<file path="src/hdl/wtcs_pkg.sv">
package wtcs_pkg;

    localparam int FRAC_BITS       = 16;
    localparam int DIR_FRAC        = 14;
    localparam int MAX_TEX_SIZE    = 1024;
    localparam int MAX_SCREEN_ROWS = 2048;
    localparam int TEX_CFG_W       = 11;
    localparam int SCR_CFG_W       = 12;
    localparam int CFG_DATA_W      = 12;
    localparam int CFG_IDX_W       = 2;
    localparam int TEXC_W          = $clog2(MAX_TEX_SIZE);
    localparam int STEP_W          = TEX_CFG_W + FRAC_BITS;
    localparam int OFFS_W          = 18;
    localparam int POS_W           = OFFS_W + STEP_W + 1;
    localparam int DIV_CNT_W       = $clog2(STEP_W);
    localparam int CMD_DEPTH_DEF   = 2;
    localparam int OUT_DEPTH_DEF   = 2;

    localparam logic [CFG_IDX_W-1:0] CFG_TEX_WIDTH     = 2'd0;
    localparam logic [CFG_IDX_W-1:0] CFG_TEX_HEIGHT    = 2'd1;
    localparam logic [CFG_IDX_W-1:0] CFG_SCREEN_HEIGHT = 2'd2;

    localparam logic MODE_START = 1'b0;
    localparam logic MODE_TICK  = 1'b1;

    typedef struct packed {
        logic               mode;
        logic [11:0]        column;
        logic               side;
        logic [21:0]        player_x;
        logic [21:0]        player_y;
        logic signed [15:0] ray_dir_x;
        logic signed [15:0] ray_dir_y;
        logic [23:0]        wall_dist;
        logic [15:0]        wall_rows;
        logic [10:0]        row_first;
        logic [11:0]        row_stop;
    } t_item;

    typedef struct packed {
        logic [11:0] pixel_column;
        logic [10:0] pixel_row;
        logic [19:0] texel_index;
        logic        last;
    } t_result;

    // Clamped configuration as the datapath sees it.
    typedef struct packed {
        logic [TEX_CFG_W-1:0] tex_w;
        logic [TEX_CFG_W-1:0] tex_h;
        logic [SCR_CFG_W-2:0] half_screen;
    } t_cfg;

    typedef enum logic {
        CMD_LOAD,
        CMD_TICK
    } t_cmd_kind;

    typedef struct packed {
        t_cmd_kind                kind;
        logic [11:0]              column;
        logic [10:0]              start_row;
        logic [11:0]              end_row;
        logic [TEXC_W-1:0]        tex_col;
        logic [STEP_W-1:0]        step;
        logic signed [POS_W-1:0]  pos;
    } t_cmd;

    typedef enum logic [2:0] {
        FS_IDLE,
        FS_MUL,
        FS_COL,
        FS_DIV,
        FS_POS,
        FS_PUSH
    } t_front_state;

    function automatic logic [TEX_CFG_W-1:0] clamp_tex(input logic [TEX_CFG_W-1:0] v);
        logic [TEX_CFG_W-1:0] r;
        if (v == '0) begin
            r = TEX_CFG_W'(1);
        end else if (v > TEX_CFG_W'(MAX_TEX_SIZE)) begin
            r = TEX_CFG_W'(MAX_TEX_SIZE);
        end else begin
            r = v;
        end
        return r;
    endfunction

endpackage

</file>
<file path="src/hdl/wtcs_fifo.sv">
module wtcs_fifo #(
    parameter int WIDTH = 8,
    parameter int DEPTH = 2
) (
    input  logic             i_clk,
    input  logic             i_rst_n,
    input  logic             i_push,
    input  logic [WIDTH-1:0] i_data,
    output logic             o_full,
    input  logic             i_pop,
    output logic [WIDTH-1:0] o_data,
    output logic             o_empty
);
    localparam int AW = (DEPTH > 1) ? $clog2(DEPTH) : 1;
    localparam int CW = $clog2(DEPTH + 1);

    logic [WIDTH-1:0] r_mem [DEPTH];
    logic [AW-1:0]    r_wptr;
    logic [AW-1:0]    r_rptr;
    logic [CW-1:0]    r_count;
    logic             do_push;
    logic             do_pop;

    assign o_full  = (r_count == CW'(DEPTH));
    assign o_empty = (r_count == '0);
    assign do_push = i_push && !o_full;
    assign do_pop  = i_pop && !o_empty;
    assign o_data  = r_mem[r_rptr];

    always_ff @(posedge i_clk) begin
        if (!i_rst_n) begin
            r_wptr  <= '0;
            r_rptr  <= '0;
            r_count <= '0;
        end else begin
            if (do_push) begin
                r_wptr <= (r_wptr == AW'(DEPTH - 1)) ? '0 : r_wptr + AW'(1);
            end
            if (do_pop) begin
                r_rptr <= (r_rptr == AW'(DEPTH - 1)) ? '0 : r_rptr + AW'(1);
            end
            if (do_push && !do_pop) begin
                r_count <= r_count + CW'(1);
            end else if (do_pop && !do_push) begin
                r_count <= r_count - CW'(1);
            end
        end
    end

    always_ff @(posedge i_clk) begin
        if (do_push) begin
            r_mem[r_wptr] <= i_data;
        end
    end

endmodule

</file>
<file path="src/hdl/wtcs_front.sv">
module wtcs_front (
    input  logic            i_clk,
    input  logic            i_rst_n,
    input  wtcs_pkg::t_cfg  i_cfg,
    input  logic            i_push,
    input  wtcs_pkg::t_item i_item,
    output logic            o_full,
    input  logic            i_cmd_full,
    output logic            o_cmd_push,
    output wtcs_pkg::t_cmd  o_cmd
);
    import wtcs_pkg::*;

    t_front_state r_state;
    t_front_state n_state;

    logic [11:0]              r_column;
    logic [FRAC_BITS-1:0]     r_coord;
    logic [23:0]              r_dist;
    logic signed [15:0]       r_dir;
    logic                     r_mirror;
    logic [15:0]              r_lh;
    logic [10:0]              r_ds;
    logic [11:0]              r_de;
    logic signed [OFFS_W-1:0] r_offs;
    logic [FRAC_BITS-1:0]     r_prod;
    logic [TEXC_W-1:0]        r_tc;
    logic [STEP_W-1:0]        r_quo;
    logic [15:0]              r_rem;
    logic [DIV_CNT_W-1:0]     r_cnt;
    logic signed [POS_W-1:0]  r_pos;

    logic                           accept;
    logic                           start_acc;
    logic signed [40:0]             prod_full;
    logic [FRAC_BITS-1:0]           frac;
    logic [FRAC_BITS+TEX_CFG_W-1:0] col_prod;
    logic [16:0]                    trial;
    logic                           ge;
    logic [16:0]                    trial_sub;
    logic [TEX_CFG_W-1:0]           w_last;
    logic [TEX_CFG_W-1:0]           tc_mirror;

    assign accept    = i_push && !o_full;
    assign start_acc = accept && (i_item.mode == MODE_START);
    assign prod_full = $signed({1'b0, r_dist}) * r_dir;
    assign frac      = r_coord + r_prod;
    assign col_prod  = frac * i_cfg.tex_w;
    assign trial     = {r_rem, r_quo[STEP_W-1]};
    assign ge        = trial >= {1'b0, r_lh};
    assign trial_sub = trial - {1'b0, r_lh};
    assign w_last    = i_cfg.tex_w - TEX_CFG_W'(1);
    assign tc_mirror = w_last - {{(TEX_CFG_W-TEXC_W){1'b0}}, r_tc};

    always_ff @(posedge i_clk) begin
        if (!i_rst_n) begin
            r_state <= FS_IDLE;
        end else begin
            r_state <= n_state;
        end
    end

    always_comb begin
        n_state = r_state;
        unique case (r_state)
            FS_IDLE: begin
                if (start_acc) begin
                    n_state = FS_MUL;
                end
            end
            FS_MUL: n_state = FS_COL;
            FS_COL: n_state = FS_DIV;
            FS_DIV: begin
                if (r_cnt == DIV_CNT_W'(STEP_W - 1)) begin
                    n_state = FS_POS;
                end
            end
            FS_POS: n_state = FS_PUSH;
            FS_PUSH: begin
                if (!i_cmd_full) begin
                    n_state = FS_IDLE;
                end
            end
            default: n_state = FS_IDLE;
        endcase
    end

    always_comb begin
        o_full         = (r_state != FS_IDLE) || i_cmd_full;
        o_cmd_push     = 1'b0;
        o_cmd.kind     = CMD_TICK;
        o_cmd.column   = r_column;
        o_cmd.start_row = r_ds;
        o_cmd.end_row  = r_de;
        o_cmd.tex_col  = r_mirror ? tc_mirror[TEXC_W-1:0] : r_tc;
        o_cmd.step     = r_quo;
        o_cmd.pos      = r_pos;
        unique case (r_state)
            FS_IDLE: o_cmd_push = accept && (i_item.mode == MODE_TICK);
            FS_PUSH: begin
                o_cmd_push = !i_cmd_full;
                o_cmd.kind = CMD_LOAD;
            end
            default: o_cmd_push = 1'b0;
        endcase
    end

    always_ff @(posedge i_clk) begin
        unique case (r_state)
            FS_IDLE: begin
                if (start_acc) begin
                    r_column <= i_item.column;
                    r_dist   <= i_item.wall_dist;
                    r_ds     <= i_item.row_first;
                    r_lh     <= (i_item.wall_rows == '0) ? 16'd1 : i_item.wall_rows;
                    r_de     <= (i_item.row_stop > 12'(MAX_SCREEN_ROWS)) ?
                                12'(MAX_SCREEN_ROWS) : i_item.row_stop;
                    if (i_item.side) begin
                        r_coord <= i_item.player_x[FRAC_BITS-1:0];
                        r_dir   <= i_item.ray_dir_x;
                    end else begin
                        r_coord <= i_item.player_y[FRAC_BITS-1:0];
                        r_dir   <= i_item.ray_dir_y;
                    end
                    r_mirror <= (!i_item.side && (i_item.ray_dir_x > 16'sd0)) ||
                                (i_item.side && (i_item.ray_dir_y < 16'sd0));
                end
            end
            FS_MUL: begin
                r_prod <= prod_full[DIR_FRAC+FRAC_BITS-1:DIR_FRAC];
                r_offs <= $signed({7'b0, r_ds}) - $signed({7'b0, i_cfg.half_screen})
                          + $signed({3'b0, r_lh[15:1]});
            end
            FS_COL: begin
                r_tc  <= col_prod[FRAC_BITS+TEXC_W-1:FRAC_BITS];
                r_quo <= {i_cfg.tex_h, {FRAC_BITS{1'b0}}};
                r_rem <= '0;
                r_cnt <= '0;
            end
            FS_DIV: begin
                r_rem <= ge ? trial_sub[15:0] : trial[15:0];
                r_quo <= {r_quo[STEP_W-2:0], ge};
                r_cnt <= r_cnt + DIV_CNT_W'(1);
            end
            FS_POS: begin
                r_pos <= r_offs * $signed({1'b0, r_quo});
            end
            default: begin
            end
        endcase
    end

endmodule

</file>
<file path="src/hdl/wtcs_back.sv">
module wtcs_back (
    input  logic              i_clk,
    input  logic              i_rst_n,
    input  wtcs_pkg::t_cfg    i_cfg,
    input  logic              i_cmd_empty,
    input  wtcs_pkg::t_cmd    i_cmd,
    output logic              o_cmd_pop,
    input  logic              i_out_full,
    output logic              o_out_push,
    output wtcs_pkg::t_result o_out
);
    import wtcs_pkg::*;

    localparam int PINT_W = POS_W - FRAC_BITS - 1;

    logic                    r_active;
    logic [11:0]             r_column;
    logic [10:0]             r_cur_row;
    logic [11:0]             r_end_row;
    logic [TEXC_W-1:0]       r_tc;
    logic [STEP_W-1:0]       r_step;
    logic signed [POS_W-1:0] r_pos;

    logic                    r_p1_valid;
    logic [11:0]             r_p1_column;
    logic [10:0]             r_p1_row;
    logic [TEXC_W-1:0]       r_p1_trow;
    logic [TEXC_W-1:0]       r_p1_tc;
    logic                    r_p1_last;

    logic                 p1_ready;
    logic                 load;
    logic                 emit;
    logic                 last;
    logic [PINT_W-1:0]    pos_int;
    logic [TEX_CFG_W-1:0] h_max;
    logic [TEXC_W-1:0]    trow;
    logic [20:0]          texel_full;

    assign p1_ready   = !r_p1_valid || !i_out_full;
    assign o_cmd_pop  = !i_cmd_empty && p1_ready;
    assign load       = o_cmd_pop && (i_cmd.kind == CMD_LOAD);
    assign emit       = o_cmd_pop && (i_cmd.kind == CMD_TICK) && r_active;
    assign last       = ({1'b0, r_cur_row} + 12'd1) >= r_end_row;
    assign pos_int    = r_pos[POS_W-2:FRAC_BITS];
    assign h_max      = i_cfg.tex_h - TEX_CFG_W'(1);
    assign o_out_push = r_p1_valid && !i_out_full;
    assign texel_full = i_cfg.tex_w * r_p1_trow + r_p1_tc;

    always_comb begin
        priority if (r_pos[POS_W-1] || (r_pos == '0)) begin
            trow = '0;
        end else if (pos_int > PINT_W'(h_max)) begin
            trow = h_max[TEXC_W-1:0];
        end else begin
            trow = pos_int[TEXC_W-1:0];
        end
    end

    always_comb begin
        o_out.pixel_column = r_p1_column;
        o_out.pixel_row    = r_p1_row;
        o_out.texel_index  = texel_full[19:0];
        o_out.last         = r_p1_last;
    end

    always_ff @(posedge i_clk) begin
        if (!i_rst_n) begin
            r_active   <= 1'b0;
            r_p1_valid <= 1'b0;
        end else begin
            if (load) begin
                r_active <= {1'b0, i_cmd.start_row} < i_cmd.end_row;
            end else if (emit && last) begin
                r_active <= 1'b0;
            end
            if (emit) begin
                r_p1_valid <= 1'b1;
            end else if (o_out_push) begin
                r_p1_valid <= 1'b0;
            end
        end
    end

    always_ff @(posedge i_clk) begin
        if (load) begin
            r_column  <= i_cmd.column;
            r_cur_row <= i_cmd.start_row;
            r_end_row <= i_cmd.end_row;
            r_tc      <= i_cmd.tex_col;
            r_step    <= i_cmd.step;
            r_pos     <= i_cmd.pos;
        end else if (emit) begin
            r_pos     <= r_pos + $signed({{(POS_W-STEP_W){1'b0}}, r_step});
            r_cur_row <= r_cur_row + 11'd1;
        end
        if (emit) begin
            r_p1_column <= r_column;
            r_p1_row    <= r_cur_row;
            r_p1_trow   <= trow;
            r_p1_tc     <= r_tc;
            r_p1_last   <= last;
        end
    end

endmodule

</file>
<file path="src/hdl/wall_texture_column_stepper.sv">
// Channel   Direction  Handshake                    Payload
// item      in         push / full                  i_item   (t_item)
// result    out        empty / pop                  o_result (t_result)
// config    in         i_cfg_valid / o_cfg_ready    i_cfg_index, i_cfg_data
//
// A start request keeps the front busy through the take, the hit product, the
// texture column, 27 row step divider steps, the position product and hand-off
// to the command queue. A tick passes the front as it is taken; its pixel reaches
// the result ports, one pixel per cycle unless the result side stalls. Reset is
// synchronous and clears only control state. A stalled result side fills the
// result queue, the pixel stage and the command queue, then raises full.
module wall_texture_column_stepper #(
    parameter int CMD_DEPTH = wtcs_pkg::CMD_DEPTH_DEF,
    parameter int OUT_DEPTH = wtcs_pkg::OUT_DEPTH_DEF
) (
    input  logic                                 i_clk,
    input  logic                                 i_rst_n,
    input  logic                                 push,
    input  wtcs_pkg::t_item                      i_item,
    output logic                                 full,
    output logic                                 empty,
    input  logic                                 pop,
    output wtcs_pkg::t_result                    o_result,
    input  logic                                 i_cfg_valid,
    output logic                                 o_cfg_ready,
    input  logic [wtcs_pkg::CFG_IDX_W-1:0]       i_cfg_index,
    input  logic [wtcs_pkg::CFG_DATA_W-1:0]      i_cfg_data
);
    import wtcs_pkg::*;

    // Raw configuration registers, stored at their own widths.
    logic [TEX_CFG_W-1:0] r_tex_width;
    logic [TEX_CFG_W-1:0] r_tex_height;
    logic [SCR_CFG_W-1:0] r_screen_height;

    t_cfg    cfg;
    logic    cmd_full;
    logic    cmd_empty;
    logic    cmd_push;
    logic    cmd_pop;
    t_cmd    cmd_wr;
    t_cmd    cmd_rd;
    logic    out_full;
    logic    out_push;
    t_result out_wr;

    // The port is always free to take a write.
    assign o_cfg_ready = 1'b1;

    always_ff @(posedge i_clk) begin
        if (!i_rst_n) begin
            r_tex_width     <= TEX_CFG_W'(64);
            r_tex_height    <= TEX_CFG_W'(64);
            r_screen_height <= SCR_CFG_W'(480);
        end else if (i_cfg_valid && o_cfg_ready) begin
            unique case (i_cfg_index)
                CFG_TEX_WIDTH:     r_tex_width     <= i_cfg_data[TEX_CFG_W-1:0];
                CFG_TEX_HEIGHT:    r_tex_height    <= i_cfg_data[TEX_CFG_W-1:0];
                CFG_SCREEN_HEIGHT: r_screen_height <= i_cfg_data[SCR_CFG_W-1:0];
                default: begin
                    // Drop writes to unmapped indexes.
                end
            endcase
        end
    end

    // Saturate the texture size to the supported range before use.
    always_comb begin
        cfg.tex_w       = clamp_tex(r_tex_width);
        cfg.tex_h       = clamp_tex(r_tex_height);
        cfg.half_screen = r_screen_height[SCR_CFG_W-1:1];
    end

    // Front: take requests, run the per-column setup, queue commands.
    wtcs_front u_front (
        .i_clk      (i_clk),
        .i_rst_n    (i_rst_n),
        .i_cfg      (cfg),
        .i_push     (push),
        .i_item     (i_item),
        .o_full     (full),
        .i_cmd_full (cmd_full),
        .o_cmd_push (cmd_push),
        .o_cmd      (cmd_wr)
    );

    // Command queue: lets the front finish a setup while the back stalls.
    wtcs_fifo #(
        .WIDTH ($bits(t_cmd)),
        .DEPTH (CMD_DEPTH)
    ) u_cmd_q (
        .i_clk   (i_clk),
        .i_rst_n (i_rst_n),
        .i_push  (cmd_push),
        .i_data  (cmd_wr),
        .o_full  (cmd_full),
        .i_pop   (cmd_pop),
        .o_data  (cmd_rd),
        .o_empty (cmd_empty)
    );

    // Back: hold the column run and emit one pixel per tick while the run is active.
    wtcs_back u_back (
        .i_clk       (i_clk),
        .i_rst_n     (i_rst_n),
        .i_cfg       (cfg),
        .i_cmd_empty (cmd_empty),
        .i_cmd       (cmd_rd),
        .o_cmd_pop   (cmd_pop),
        .i_out_full  (out_full),
        .o_out_push  (out_push),
        .o_out       (out_wr)
    );

    // Result queue: the oldest pixel waits here until popped.
    wtcs_fifo #(
        .WIDTH ($bits(t_result)),
        .DEPTH (OUT_DEPTH)
    ) u_out_q (
        .i_clk   (i_clk),
        .i_rst_n (i_rst_n),
        .i_push  (out_push),
        .i_data  (out_wr),
        .o_full  (out_full),
        .i_pop   (pop),
        .o_data  (o_result),
        .o_empty (empty)
    );

endmodule

</file>
<file path="config.mk">
export PLATFORM = sky130hd
export DESIGN_NAME = wall_texture_column_stepper
export DESIGN_NICKNAME = d
export VERILOG_FILES = /design/src/hdl/wtcs_pkg.sv /design/src/hdl/wtcs_fifo.sv /design/src/hdl/wtcs_front.sv /design/src/hdl/wtcs_back.sv /design/src/hdl/wall_texture_column_stepper.sv
export SDC_FILE = /design/constraint.sdc
export NUM_CORES = 2
export LEC_CHECK = 0
export BUFFER_PORTS_ARGS = -buffer_cell sky130_fd_sc_hd__buf_4
export CORE_UTILIZATION = 45
export DETAILED_ROUTE_END_ITERATION = 10
export PLACE_DENSITY = 0.6
export SLEW_MARGIN = 40
export SYNTH_ARGS = -nofsm -noshare
export SYNTH_HDL_FRONTEND = slang
export SYNTH_SLANG_ARGS = --single-unit
</file>
<file path="constraint.sdc">
create_clock -name i_clk -period 11.6 [get_ports i_clk]
set_clock_uncertainty 0.2 [all_clocks]
set_input_delay 1.16 -clock i_clk [delete_from_list [all_inputs] [get_ports i_clk]]
set_output_delay 1.16 -clock i_clk [all_outputs]
set_load 0.005 [all_outputs]
</file>
* Yosys cells after proc, flatten, opt, wreduce, memory -nomap -nowiden
Memory sizes are Yosys's and may differ from the RTL's. A register that Yosys moved wholly into a read port is not among the register bits.
Cells that the tools add are included.
** Storage, ports and cells
- Bits in registers :: 455
- Memory bits (writable) :: 326
- Bits of input ports :: 172
- Output and inout bits :: 47
- Word-level logic and storage cells :: 184
- Memories kept :: 2
** Memory list
- u_cmd_q.r_mem :: depth 2, bits a word 119, read ports 1, clocked after Yosys merged registers in 1, wr ports 1, RTL line wtcs_fifo.sv:17 : logic [WIDTH-1:0] r_mem [DEPTH];
- u_out_q.r_mem :: depth 2, bits a word 44, read ports 1, clocked after Yosys merged registers in 1, wr ports 1, RTL line wtcs_fifo.sv:17
** Cells by class
- $add $sub $neg :: 20
- $mul :: 4
- Order comparisons :: 9
- Equal/unequal tests :: 13
- Muxes and demuxes :: 42
- Bitwise operators :: 2
- Reductions and logical operators :: 54
** Operator list (count)
- $mux W46 :: 2
- $mux W11 :: 6
- $pmux W27 S2 :: 1
- $mux W16 :: 3
- $add A46 B28 Y46 :: 1
- $logic_not A46 Y1 :: 1
- $mul A18 B28 Y46 :: 1
- $pmux W16 S2 :: 1
- $mul A25 B16 Y30 :: 1
- $gt A29 B11 Y1 :: 1
- $mul A16 B11 Y26 :: 1
- $gt A11 B11 Y1 const B :: 2
- $logic_not A11 Y1 :: 2
- $add A20 B10 Y20 :: 1
- $mul A11 B10 Y20 :: 1
- $mux W10 :: 2
- $logic_and A1 B1 Y1 :: 19
- $add A18 B16 Y18 :: 1
- $pmux W3 S6 :: 1
- $ge A17 B16 Y1 :: 1
- $mux W1 :: 17
- $add A16 B16 Y16 :: 1
- $gt A16 B1 Y1 const B :: 1
- $logic_not A16 Y1 :: 1
- 36 further kinds :: 75

* Logic depth before layout (Yosys ltp)
- Depth in word-level cells :: 11
- Depth in mapped cells :: 32
- Gate-level depth less buffers :: 31

* Cells and area by module
Synthesis repeated with hierarchy kept, for this count alone.
** Second synthesis, totals
- Cells, all modules :: 6238
- Area total of the unflattened synthesis :: 67810.0 µm²
** By module, submodules not included
- wtcs_front :: times used 1, cells an instance 4303, area an instance 41529.8 µm², sequential area each 7387.1 µm²
- wtcs_back :: times used 1, cells an instance 1223, area an instance 12569.6 µm², sequential area each 4904.7 µm²
- wtcs_fifo at u_cmd_q :: times used 1, cells an instance 395, area an instance 8856.0 µm², sequential area each 7247.0 µm²
- wtcs_fifo at u_out_q :: times used 1, cells an instance 162, area an instance 3407.0 µm², sequential area each 2742.6 µm²
- wall_texture_column_stepper :: times used 1, cells an instance 155, area an instance 1447.6 µm², sequential area each 660.6 µm²

* Least setup slack after synthesis
No wires, ideal clock.
- Path kind :: input port to flip-flop
- Start :: in i_item[152] in the netlist's numbering
- End :: reg u_front.r_state[0]
- Library setup time :: 119 ps
- Data arrival time :: 10104 ps
- Required time :: 11281 ps
- Slack :: 1178 ps
- Stages :: 5
- Buffers on the path :: 0
- Cell sequence :: nor3b_1 nand2b_1 a21oi_1 a21o_1 o221a_2
** Between the ends
- Cells in the longest elaborated chain, start to end :: 4
** RTL lines
- start: declaration :: RTL line wall_texture_column_stepper.sv:19 : input wtcs_pkg::t_item i_item,
- $not A1 Y1 :: RTL line wtcs_front.sv:45 : assign start_acc = accept && (i_item.mode == MODE_START);
- $logic_and A1 B1 Y1 :: RTL line wtcs_front.sv:45
- $ne A2 B1 Y1 (no line)
- $reduce_and A3 Y1 (no line)
- end signal: assignment :: RTL line wtcs_front.sv:59 : r_state <= n_state;
- end: declaration :: RTL line wtcs_front.sv:14 : t_front_state r_state;
Every way passes these cells.
A chain may end at the register's enable or synchronous reset.

* Final worst setup path
- Start :: reg u_front.r_prod[0]
- End :: reg u_front.r_tc[9] (data pin)
** Between the ends
- Cells in the longest elaborated chain, start to end :: 2
** RTL lines
- start: declaration :: RTL line wtcs_front.sv:26 : logic [FRAC_BITS-1:0] r_prod;
- start signal: assignment :: RTL line wtcs_front.sv:130 : r_prod <= prod_full[DIR_FRAC+FRAC_BITS-1:DIR_FRAC];
- $add A16 B16 Y16 :: RTL line wtcs_front.sv:47 : assign frac = r_coord + r_prod;
- $mul A16 B11 Y26 :: RTL line wtcs_front.sv:48 : assign col_prod = frac * i_cfg.tex_w;
- via u_front.col_prod[25] :: RTL line wtcs_front.sv:37 : logic [FRAC_BITS+TEX_CFG_W-1:0] col_prod;
- end signal: assignment :: RTL line wtcs_front.sv:135 : r_tc <= col_prod[FRAC_BITS+TEXC_W-1:FRAC_BITS];
- end: declaration :: RTL line wtcs_front.sv:27 : logic [TEXC_W-1:0] r_tc;
The timed path passes the listed nets, and every way through them passes these cells.

==> flow_metrics.tcl <==
set metrics [dict create \
    drc 0 \
    rsz0062_at_grt "no" \
    slowest_stage "xor2_1" \
    clkTransAtPathRegs_ps 70 \
    worst_setup_path_end_kind "flip-flop" \
    area_delta_synth_final_pct 9.931 \
    dieArea_um2 152300 \
    status "completed" \
    setup_viol 0 \
    cts_max_path_buffers 3 \
    cp.arrival_ps 8430 \
    fillers 13407 \
    placed_area_um2 71800 \
    io_pins 219 \
    drv_cap 0 \
    cts_setup_buffers 0 \
    ys_warn_count 0 \
    antenna_found_initial 4 \
    synth_flop_cell "edfxtp_1" \
    drtPass1Iterations 6 \
    cts.sinks 782 \
    drtIter0Drc 2808 \
    drive_above_1_share_pct 9.615 \
    grt_start_max_net_pins 72 \
    routed_wl_um 160800 \
    finish.utilization_pct 49.80 \
    max_freq_ghz 0.1217 \
    ant_nets 0 \
    synth_area_um2 67860 \
    synthDistinctLibCells 79 \
    grt_usage_pct 21.65 \
    required_ps 11820 \
    core_um2 149800 \
    path_class "reg -> reg" \
    cts.repair.resized 0 \
    timing.final.crit_period_ps 8215 \
    hold_viol_final 0 \
    insertion_delay_ps 720 \
    fp.dieH_um 390.3 \
    cts_tree "done" \
    chipWidth_um 390.3 \
    fin_area_um2 74590 \
    vias 43863 \
    dp_hpwl_um 121900 \
    multi_input_area_um2 39810 \
    gp_congestion 0.8859 \
    holdWs_ps 197.4 \
    synth_edf_count 734 \
    regArea_um2 23010 \
    synthCells 6269 \
    grt_pass1_vias 46056 \
    wl_met2_um 75580 \
    grt_pass1_wl_um 255900 \
    maxSlewViolCount 0 \
    synth_seq_cells 782 \
    row_count 142 \
    slowest_delay_ps 580 \
    syn_nets 7799 \
    cts_root_buf "clkbuf_16" \
    cts_max_level 3 \
    setup_tns_ps 0 \
    hold_buffers 0 \
    worstPathMaxFanout 7 \
    wirelength_met1_um 71020 \
    wl_per_cell_um 19.00 \
    io_buffers 205 \
    async_reset_ff_share_pct 0 \
    cp_common_cell "fa_1" \
    synth-seq-area-share_pct 33.90 \
    wl_met3_um 10000 \
    syn-mean-instance-area_um2 10.82 \
    hp-class "reg -> reg" \
    start_kind "flip-flop" \
    initial_core_util_pct 45.30 \
    gr-total-overflow 0 \
    cts_inserted_buffers 85 \
    period_share_pct 70.82 \
    highest_layer "met5" \
    routed_via_density 5.182 \
    finish.net_count 7911 \
    relSlewSlack_pct 41.84 \
    worstMarginPinSlew_ps 868.5 \
]
[state kept, by name, indices dropped and copies added (netlist names), 18 cells and up, named ones only]
signal / cells
u_front.r_pos: 46
u_cmd_q.r_mem: 238
u_out_q.r_mem: 88
u_back.r_step: 27
u_front.r_offs: 18
u_front.r_quo: 27
u_front.r_dist: 24
u_back.r_pos: 46
[area by class of cell]
cell class	instances	share of cell area, %
antenna	1	0.003355
inverter	1101	5.545
tap	2016	3.382
clock inverter	51	0.6810
multi-input combinational	4116	53.37
timing repair buffer	295	3.192
sequential	782	30.85
clock buffer	103	2.984
[worst max-delay path: cells and delay by family, from the launching register on]
family | cells | cell delay, ps
buf+inv | 4 | 200
xor+xnor | 3 | 810
simple gates | 3 | 430
flops | 1 | 330
fa+ha+maj | 8 | 3380
compound gates | 12 | 2580
[cell usage after synthesis (all sizes together), types with 54 or more instances]
master	count	area share, %
a21o	72	0.80
nand2	870	4.8
o21ai	110	0.81
nor3	54	0.40
nor2b	75	0.70
and2	298	2.7
ha	487	9.0
edfxtp	734	32
nor2	214	1.2
a21oi	156	1.2
clkbuf	259	1.4
nand2b	60	0.55
fa	871	26
mux2	152	2.5
inv	1099	6.1
xnor2	168	2.2
xor2	59	0.76
mux2i	60	0.89
[cells in the final DEF (no fill, tap or decap), types with 9 or more instances in the layout]
master	count
nand2_1	870
and2_1	297
buf_6	23
nor4_1	27
o211ai_1	17
clkbuf_1	16
a31oi_1	12
nand3_1	45
clkinv_2	14
nor2b_1	69
inv_1	1093
o21ai_1	57
nand3b_1	10
o21ai_0	53
xnor2_1	166
nor3_1	53
o21a_1	44
xor2_1	59
nand4_1	20
mux2i_1	60
nor2_1	210
a21o_1	72
a21oi_1	152
fa_1	871
nand2b_1	59
buf_4	262
or3_1	12
dfxtp_1	46
clkbuf_16	86
buf_8	9
clkinv_1	18
mux2_2	152
o21bai_1	24
and3_1	42
a211oi_1	40
a21boi_0	21
ha_1	487
o31ai_1	9
edfxtp_1	734
[per-layer routing]
layer	vias to the layer above	GRT usage [%]
li1	20279	-
met1	22161	29.45
met2	1212	35.69
met3	209	3.599
met4	2	6.139
met5	-	0
[worst paths after layout]
path                            cells past startpoint                        start                           to  slack [ps]
worst max register to register                     30  u_front.r_prod[0]$_DFFE_PP_    u_front.r_tc[9]$_DFFE_PP_        3390
worst min-delay path                                0     u_back.r_tc[5]$_DFFE_PP_  u_back.r_p1_tc[5]$_DFFE_PP_         200
worst min register to register                      0     u_back.r_tc[5]$_DFFE_PP_  u_back.r_p1_tc[5]$_DFFE_PP_         200
worst max-delay path                               30  u_front.r_prod[0]$_DFFE_PP_    u_front.r_tc[9]$_DFFE_PP_        3390
[cells by family (layout without fill, tap and decap cells)]
| family | Yosys count | in the layout | share of synthesized area, % |
|---|---|---|---|
| and+or+nand+nor | 1755 | 1755 | 12.08 |
| buffers and inverters | 1371 | 1550 | 7.595 |
| adders and majority gates | 1358 | 1358 | 34.68 |
| DFF | 782 | 782 | 33.90 |
| AOI/OAI and AO/OA | 563 | 563 | 5.406 |
| xor gates and xnor gates | 227 | 227 | 2.930 |
| muxes | 212 | 212 | 3.408 |
| other | 1 | 2 | 0.005526 |
[through the flow]
stage	cells	worst slack, ps
6_report	8465	3385
5_1_grt	8464	2927
4_1_cts	8462	3455
3_5_place_dp	8308	3484
3_3_place_gp	8281	3361
2_1_floorplan	6269	1178
Power is not shown: default switching activity piles up to over one toggle a cycle in this logic, so the estimate is an artifact.
